### src/hdl/ilff_pkg.sv
// Package for the first-fit heap allocator: microcode word and status types,
// step numbers and the microcode program ROM. No dependencies.
package ilff_pkg;

	localparam int ADDR_W = 12;
	localparam int REQ_W  = 13;
	localparam int STEP_W = 5;

	typedef enum logic [2:0] {
		WA_PAD,
		WA_PRO_HDR,
		WA_PRO_FTR,
		WA_EPI,
		WA_OFF,
		WA_NEED_FTR,
		WA_NEED_END,
		WA_SIZE_FTR
	} wa_sel_t;

	typedef enum logic [2:0] {
		WD_ZERO,
		WD_PROLOGUE,
		WD_EPI,
		WD_NEED_USED,
		WD_SIZE_USED,
		WD_SIZE
	} wd_sel_t;

	typedef enum logic [1:0] {
		EM_NONE,
		EM_OK,
		EM_FAIL,
		EM_ECHO
	} emit_t;

	typedef enum logic [3:0] {
		C_NEVER,
		C_ALWAYS,
		C_NO_REQ,
		C_FREE,
		C_REQ_ZERO,
		C_OFF_BAD,
		C_EPI,
		C_ZERO_TAG,
		C_FIT,
		C_NO_ROOM,
		C_HDR_BAD,
		C_FOOT_NEG
	} cond_t;

	localparam logic [STEP_W-1:0] S_INIT0     = 5'd0;
	localparam logic [STEP_W-1:0] S_INIT1     = 5'd1;
	localparam logic [STEP_W-1:0] S_INIT2     = 5'd2;
	localparam logic [STEP_W-1:0] S_INIT3     = 5'd3;
	localparam logic [STEP_W-1:0] S_IDLE      = 5'd4;
	localparam logic [STEP_W-1:0] S_DISP      = 5'd5;
	localparam logic [STEP_W-1:0] S_ZCHK      = 5'd6;
	localparam logic [STEP_W-1:0] S_WALK      = 5'd7;
	localparam logic [STEP_W-1:0] S_TAG_EPI   = 5'd8;
	localparam logic [STEP_W-1:0] S_TAG_ZERO  = 5'd9;
	localparam logic [STEP_W-1:0] S_TAG_FIT   = 5'd10;
	localparam logic [STEP_W-1:0] S_ADV       = 5'd11;
	localparam logic [STEP_W-1:0] S_APPEND    = 5'd12;
	localparam logic [STEP_W-1:0] S_APP_HDR   = 5'd13;
	localparam logic [STEP_W-1:0] S_APP_FTR   = 5'd14;
	localparam logic [STEP_W-1:0] S_APP_EPI   = 5'd15;
	localparam logic [STEP_W-1:0] S_MARK_HDR  = 5'd16;
	localparam logic [STEP_W-1:0] S_MARK_FTR  = 5'd17;
	localparam logic [STEP_W-1:0] S_DONE_OK   = 5'd18;
	localparam logic [STEP_W-1:0] S_FAIL      = 5'd19;
	localparam logic [STEP_W-1:0] S_FREE_RD   = 5'd20;
	localparam logic [STEP_W-1:0] S_FREE_HDR  = 5'd21;
	localparam logic [STEP_W-1:0] S_FREE_CHK  = 5'd22;
	localparam logic [STEP_W-1:0] S_FREE_FTR  = 5'd23;
	localparam logic [STEP_W-1:0] S_DONE_FREE = 5'd24;

	typedef struct packed {
		logic              take;
		logic              rd;
		logic              wr;
		wa_sel_t           wa;
		wd_sel_t           wd;
		logic              adv;
		emit_t             emit;
		cond_t             cond;
		logic [STEP_W-1:0] target;
	} ctrl_t;

	typedef struct packed {
		logic in_valid;
		logic is_free;
		logic req_zero;
		logic off_bad;
		logic epi;
		logic zero_tag;
		logic fit;
		logic no_room;
		logic hdr_bad;
		logic foot_neg;
		logic out_busy;
	} stat_t;

	localparam ctrl_t CTRL_NOP = '{
		take: 1'b0, rd: 1'b0, wr: 1'b0, wa: WA_PAD, wd: WD_ZERO,
		adv: 1'b0, emit: EM_NONE, cond: C_NEVER, target: S_INIT0
	};

	function automatic ctrl_t ucode(input logic [STEP_W-1:0] step);
		ctrl_t c;
		c = CTRL_NOP;
		unique case (step)
			S_INIT0: begin
				c.wr = 1'b1; c.wa = WA_PAD; c.wd = WD_ZERO;
			end
			S_INIT1: begin
				c.wr = 1'b1; c.wa = WA_PRO_HDR; c.wd = WD_PROLOGUE;
			end
			S_INIT2: begin
				c.wr = 1'b1; c.wa = WA_PRO_FTR; c.wd = WD_PROLOGUE;
			end
			S_INIT3: begin
				c.wr = 1'b1; c.wa = WA_EPI; c.wd = WD_EPI;
			end
			S_IDLE: begin
				c.take = 1'b1; c.cond = C_NO_REQ; c.target = S_IDLE;
			end
			S_DISP: begin
				c.cond = C_FREE; c.target = S_FREE_RD;
			end
			S_ZCHK: begin
				c.cond = C_REQ_ZERO; c.target = S_FAIL;
			end
			S_WALK: begin
				c.rd = 1'b1; c.cond = C_OFF_BAD; c.target = S_FAIL;
			end
			S_TAG_EPI: begin
				c.cond = C_EPI; c.target = S_APPEND;
			end
			S_TAG_ZERO: begin
				c.cond = C_ZERO_TAG; c.target = S_FAIL;
			end
			S_TAG_FIT: begin
				c.cond = C_FIT; c.target = S_MARK_HDR;
			end
			S_ADV: begin
				c.adv = 1'b1; c.cond = C_ALWAYS; c.target = S_WALK;
			end
			S_APPEND: begin
				c.cond = C_NO_ROOM; c.target = S_FAIL;
			end
			S_APP_HDR: begin
				c.wr = 1'b1; c.wa = WA_OFF; c.wd = WD_NEED_USED;
			end
			S_APP_FTR: begin
				c.wr = 1'b1; c.wa = WA_NEED_FTR; c.wd = WD_NEED_USED;
			end
			S_APP_EPI: begin
				c.wr = 1'b1; c.wa = WA_NEED_END; c.wd = WD_EPI;
				c.cond = C_ALWAYS; c.target = S_DONE_OK;
			end
			S_MARK_HDR: begin
				c.wr = 1'b1; c.wa = WA_OFF; c.wd = WD_SIZE_USED;
			end
			S_MARK_FTR: begin
				c.wr = 1'b1; c.wa = WA_SIZE_FTR; c.wd = WD_SIZE_USED;
			end
			S_DONE_OK: begin
				c.emit = EM_OK; c.cond = C_ALWAYS; c.target = S_IDLE;
			end
			S_FAIL: begin
				c.emit = EM_FAIL; c.cond = C_ALWAYS; c.target = S_IDLE;
			end
			S_FREE_RD: begin
				c.rd = 1'b1; c.cond = C_HDR_BAD; c.target = S_DONE_FREE;
			end
			S_FREE_HDR: begin
				c.wr = 1'b1; c.wa = WA_OFF; c.wd = WD_SIZE;
			end
			S_FREE_CHK: begin
				c.cond = C_FOOT_NEG; c.target = S_DONE_FREE;
			end
			S_FREE_FTR: begin
				c.wr = 1'b1; c.wa = WA_SIZE_FTR; c.wd = WD_SIZE;
			end
			S_DONE_FREE: begin
				c.emit = EM_ECHO; c.cond = C_ALWAYS; c.target = S_IDLE;
			end
			default: begin
				c.cond = C_ALWAYS; c.target = S_IDLE;
			end
		endcase
		return c;
	endfunction

endpackage

### src/hdl/ilff_seq.sv
// Microcode sequencer: step counter, program ROM lookup and conditional jumps.
// Depends on ilff_pkg.
module ilff_seq (
	input  logic           clk,
	input  logic           arst_n,
	input  ilff_pkg::stat_t stat,
	output ilff_pkg::ctrl_t ctrl
);
	import ilff_pkg::*;

	logic [STEP_W-1:0] upc_q;
	logic              hit;
	logic              stall;

	assign ctrl = ucode(upc_q);

	always_comb begin
		unique case (ctrl.cond)
			C_NEVER:    hit = 1'b0;
			C_ALWAYS:   hit = 1'b1;
			C_NO_REQ:   hit = !stat.in_valid;
			C_FREE:     hit = stat.is_free;
			C_REQ_ZERO: hit = stat.req_zero;
			C_OFF_BAD:  hit = stat.off_bad;
			C_EPI:      hit = stat.epi;
			C_ZERO_TAG: hit = stat.zero_tag;
			C_FIT:      hit = stat.fit;
			C_NO_ROOM:  hit = stat.no_room;
			C_HDR_BAD:  hit = stat.hdr_bad;
			C_FOOT_NEG: hit = stat.foot_neg;
			default:    hit = 1'b0;
		endcase
	end

	// result steps wait while the output register still holds an untaken result
	assign stall = (ctrl.emit != EM_NONE) && stat.out_busy;

	always_ff @(posedge clk or negedge arst_n) begin
		if (!arst_n) begin
			upc_q <= S_INIT0;
		end else if (!stall) begin
			upc_q <= hit ? ctrl.target : upc_q + STEP_W'(1);
		end
	end

endmodule

### config.mk
export PLATFORM = sky130hd
export DESIGN_NAME = ilff_seq
export DESIGN_NICKNAME = d
export VERILOG_FILES = /design/src/hdl/ilff_pkg.sv /design/src/hdl/ilff_seq.sv
export SDC_FILE = /design/constraint.sdc
export NUM_CORES = 1
export LEC_CHECK = 0
export BUFFER_PORTS_ARGS = -buffer_cell sky130_fd_sc_hd__clkbuf_2
export CORE_MARGIN = 2
export CORE_UTILIZATION = 53
export CTS_BUF_LIST = sky130_fd_sc_hd__clkbuf_8
export DETAILED_ROUTE_END_ITERATION = 8
export HOLD_SLACK_MARGIN = 0.08
export PLACE_DENSITY = 0.93
export RECOVER_POWER = 100
export REMOVE_ABC_BUFFERS = 1
export SLEW_MARGIN = 20
export SYNTH_ARGS = -nofsm -noshare
export SYNTH_HDL_FRONTEND = slang
export SYNTH_SLANG_ARGS = --single-unit
### constraint.sdc
create_clock -name clk -period 3.4 [get_ports clk]
set_clock_uncertainty 0.15 [all_clocks]
set_input_delay 0.85 -clock clk [delete_from_list [all_inputs] [get_ports clk]]
set_output_delay 0.85 -clock clk [all_outputs]
set_load 0.01 [all_outputs]
==> tab_implementation.tex <==
\begin{tabular}{lr}
\hline
Metric & Value \\
\hline
\multicolumn{2}{l}{\textbf{Run status}} \\
Result of the run & complete, no violations \\
\multicolumn{2}{l}{\textbf{Detailed routing}} \\
Routed wl met3 & slightly below 200 um \\
Overall routed net length & between 3000 and 4000 um \\
DR iter-0 viols & between 50 and 60 \\
Topmost layer with routed signal wires & met4 \\
DR WL met2 & 1560 um \\
Routed length on met1 & 1350 um \\
Total iterations of the first detailed-routing run & 4 \\
Remaining routing DRC violations & 0 \\
Routed via count divided by cell count & between 6 and 7 \\
Wire per inst & around 15 um \\
Overall via count from detail\_route & 1292 \\
Detail Route Antenna Nets & 0 \\
\multicolumn{2}{l}{\textbf{Setup path}} \\
Setup slack on the worst flop-to-flop path & 160 ps \\
Worst Path Class, Setup & reg -> reg \\
Crit. End Element & flip-flop \\
Critical path fanouts, max & 12 \\
Required time of the worst setup path & $\sim$3300 ps \\
Arrival time worst endpoint & around 3200 ps \\
Startpoint of the most critical register-to-register path & upc\_q[0]\$\_DFFE\_PN0N\_ \\
Critical Path Start Type & flip-flop \\
Launch point of the critical path & upc\_q[0]\$\_DFFE\_PN0N\_ \\
\multicolumn{2}{l}{\textbf{Clock network}} \\
Buffer count from post-CTS setup fixing & 0 \\
Inserted Clock Buffers & 3 \\
Clock-pin slew on the worst setup and hold paths & 40 ps \\
Worst skew pair latency & between 200 and 250 ps \\
Clk sink count & 5 \\
Cell at the root of the clock tree & sky130\_fd\_sc\_hd\_\_clkbuf\_8 \\
Number of H-tree levels & 1 \\
CTS max path bufs & 2 \\
TritonCTS clock tree & yes \\
\multicolumn{2}{l}{\textbf{Timing}} \\
Slew headroom & between 60\% and 70\% \\
Final worst-path cycle share & a little over nine tenths \\
Setup violators final & 0 \\
Max Clk Rate & approximately 310 MHz \\
Number of pins with negative max-slew slack in the final report & 0 \\
Slew of the pin with the lowest slew margin & 498 ps \\
Fin. Hold Viols & 0 \\
Final critical path time including I/O delays and setup & 3240 ps \\
\multicolumn{2}{l}{\textbf{Synth}} \\
Library cell with the largest summed area after synthesis & sky130\_fd\_sc\_hd\_\_dfrtp\_1 \\
Xor and xnor fraction of the mapped netlist area & 1.60\% \\
Dominant synthesized flop cell & sky130\_fd\_sc\_hd\_\_dfrtp\_1 \\
Number of synthesis warnings & 0 \\
Asr flop ratio synth & 100\% \\
Area share of and/or/nand/nor cells after synthesis & $\sim$28\% \\
Count of different cell masters after synthesis & 46 \\
Adder-cell area share of the yosys netlist & 9.15\% \\
Number of synthesized flops with an enable pin & 0 \\
Proportion of netlist area held by the largest area contributor & 11.4\% \\
Top cells by area in the synthesized netlist & sky130\_fd\_sc\_hd\_\_dfrtp\_1, sky130\_fd\_sc\_hd\_\_ha\_1, sky130\_fd\_sc\_hd\_\_nand2\_1 \\
Gate count of the mapped netlist & approximately 150 \\
Netlist area before placement & 1090 sq um \\
Post-synthesis mux area share & under 10\% \\
Synthesized-area fraction occupied by ao, oa, aoi and oai cells & about 36\% \\
\#FFs+latches synth & 5 \\
Proportion of synthesized chip area in sequential cells & 11.4\% \\
Average size of a mapped cell & just over 7 sq um \\
Dominant combinational cell family by area after synthesis & compound AO/OA/AOI/OAI gates \\
\multicolumn{2}{l}{\textbf{Final layout}} \\
\# fillers & 181 \\
Leading cell type in the layout, fill and taps excluded & sky130\_fd\_sc\_hd\_\_nand2\_1 \\
Final cell utilization of the core & between 60 and 70\% \\
Total number of nets in the final design & 207 \\
Post-layout instance count excluding filler cells & 212 \\
Register with the most flip-flops & upc\_q \\
Synthesis-to-finish area growth & 20.1\% \\
Antenna cell count & 0 \\
Largest register FFs & 5 \\
Sequential Area & $\sim$130 sq um \\
Highest-count cells in the layout ignoring fill and taps & sky130\_fd\_sc\_hd\_\_nand2\_1, sky130\_fd\_sc\_hd\_\_clkbuf\_1, sky130\_fd\_sc\_hd\_\_clkbuf\_2, sky130\_fd\_sc\_hd\_\_inv\_1, sky130\_fd\_sc\_hd\_\_nor2\_1 \\
Registers with the most flip-flops & upc\_q (5) \\
Share of post-route cells with drive strength above 1 & roughly 20\% \\
Area occupied by multi-input gates & slightly below 900 sq um \\
Final Instance Area & 1310 sq um \\
\multicolumn{2}{l}{\textbf{Min path}} \\
Class of the most critical hold timing path & in -> async \\
\multicolumn{2}{l}{\textbf{Floorplan}} \\
Chip height & around 49 um \\
Die width & slightly below 50 um \\
Number of top-level pins & 34 \\
Placeable core region & between 1500 and 2000 sq um \\
Total Die Area & between 2000 and 2500 sq um \\
Number of rows created at floorplan & 16 \\
Initial core utilization & about 56\% \\
\multicolumn{2}{l}{\textbf{Placed design}} \\
Count of port buffers added during placement & 33 \\
Post-detail-place hpwl & between 2000 and 2500 um \\
Placed Instance Area & roughly 1300 sq um \\
Routability congestion estimate from global placement & between 0.9 and 1 \\
Cell count after placement & 208 \\
\multicolumn{2}{l}{\textbf{GRT}} \\
Initial antenna violation count & 0 \\
Global route total overflow & 0 \\
Vias in the first global route & 1253 \\
GRT Overall Usage & between 20\% and 30\% \\
Global-route wire length before repair & 5330 um \\
Maximum number of pins on one net before global-route repair & 17 \\
\multicolumn{2}{l}{\textbf{Flow run}} \\
Maximum Capacitance Violations & 0 \\
\hline
\end{tabular}
-- metrics by stage --
step / hold slack [ps] / setup TNS (ps) / worst slack (ps)
after global placement: 492 / 0 / 354
final: 330 / 0 / 162
after floorplan: 404 / 0 / 368
after CTS: 294 / 0 / 184
after detailed placement: 521 / 0 / 233
after global routing: 346 / -36.9 / -20.7
-- routing by layer --
| layer | global-route usage (%) | vias to the layer above |
|---|---|---|
| li1 | - | 615 |
| met1 | 31.5 | 604 |
| met2 | 49.1 | 66 |
| met3 | 6.13 | 7 |
| met4 | 11.1 | 0 |
| met5 | 0 | - |
-- cell type report --
class                           count  share of cell area, %
Sequential cell                     5                   9.52
Timing Repair Buffer               38                   13.6
Inverter                           11                   3.14
Clock inverter                      1                  0.286
Multi-Input combinational cell    127                   67.7
Tap cell                           27                   2.57
Clock buffer                        3                   3.14
-- path summary, 6_finish.rpt --
kind	depth (start not counted)	to
setup / recovery	10	upc_q[0]$_DFFE_PN0N_
hold / removal	1	upc_q[0]$_DFFE_PN0N_
setup reg to reg	10	upc_q[0]$_DFFE_PN0N_
hold reg to reg	2	upc_q[0]$_DFFE_PN0N_
max in group asynchronous	1	upc_q[1]$_DFFE_PN0N_
min in group clk	2	upc_q[0]$_DFFE_PN0N_
-- what timing repair did --
action                                  in CTS  in global routing
resized for setup                            0                  3
endpoints found under the setup margin       0                  4
endpoints found under the hold margin        0                  0
hold buffers                                 0                  0
-- cells by family after synthesis --
logic type | count (synthesis)
buffers and inverters | 21
xor gates and xnor gates | 2
muxes | 6
DFF | 5
adders and majority gates | 8
AOI/OAI and AO/OA | 49
and+or+nand+nor | 62
-- worst max-delay path, cell delays in order, from the launching register on --
cell                       delay, ps
sky130_fd_sc_hd__dfrtp_1         400
sky130_fd_sc_hd__inv_1           110
sky130_fd_sc_hd__ha_1            360
sky130_fd_sc_hd__mux2_4          340
sky130_fd_sc_hd__a221oi_4        380
sky130_fd_sc_hd__o211ai_2        240
sky130_fd_sc_hd__or3_1           370
sky130_fd_sc_hd__a32oi_2         310
sky130_fd_sc_hd__a21oi_4         140
sky130_fd_sc_hd__nor3_1          240
sky130_fd_sc_hd__a211oi_2         70
-- synth_stat cells (3+ instances only) --
| cell type | instances |
|---|---|
| sky130_fd_sc_hd__nand2_1 | 18 |
| sky130_fd_sc_hd__nor2_1 | 12 |
| sky130_fd_sc_hd__inv_1 | 11 |
| sky130_fd_sc_hd__o21ai_0 | 10 |
| sky130_fd_sc_hd__a21oi_1 | 9 |
| sky130_fd_sc_hd__ha_1 | 8 |
| sky130_fd_sc_hd__nand2b_1 | 8 |
| sky130_fd_sc_hd__buf_2 | 5 |
| sky130_fd_sc_hd__dfrtp_1 | 5 |
| sky130_fd_sc_hd__nor3_1 | 5 |
| sky130_fd_sc_hd__clkbuf_1 | 4 |
| sky130_fd_sc_hd__mux2i_1 | 4 |
| sky130_fd_sc_hd__nand3_1 | 4 |
| sky130_fd_sc_hd__nor2b_1 | 4 |
| sky130_fd_sc_hd__o21a_1 | 4 |
| sky130_fd_sc_hd__and3_1 | 3 |
| sky130_fd_sc_hd__o221ai_1 | 3 |
Power is left out: the tool's default activity adds up to more than one toggle a clock period on the data nets, which glitch-free logic cannot reach.
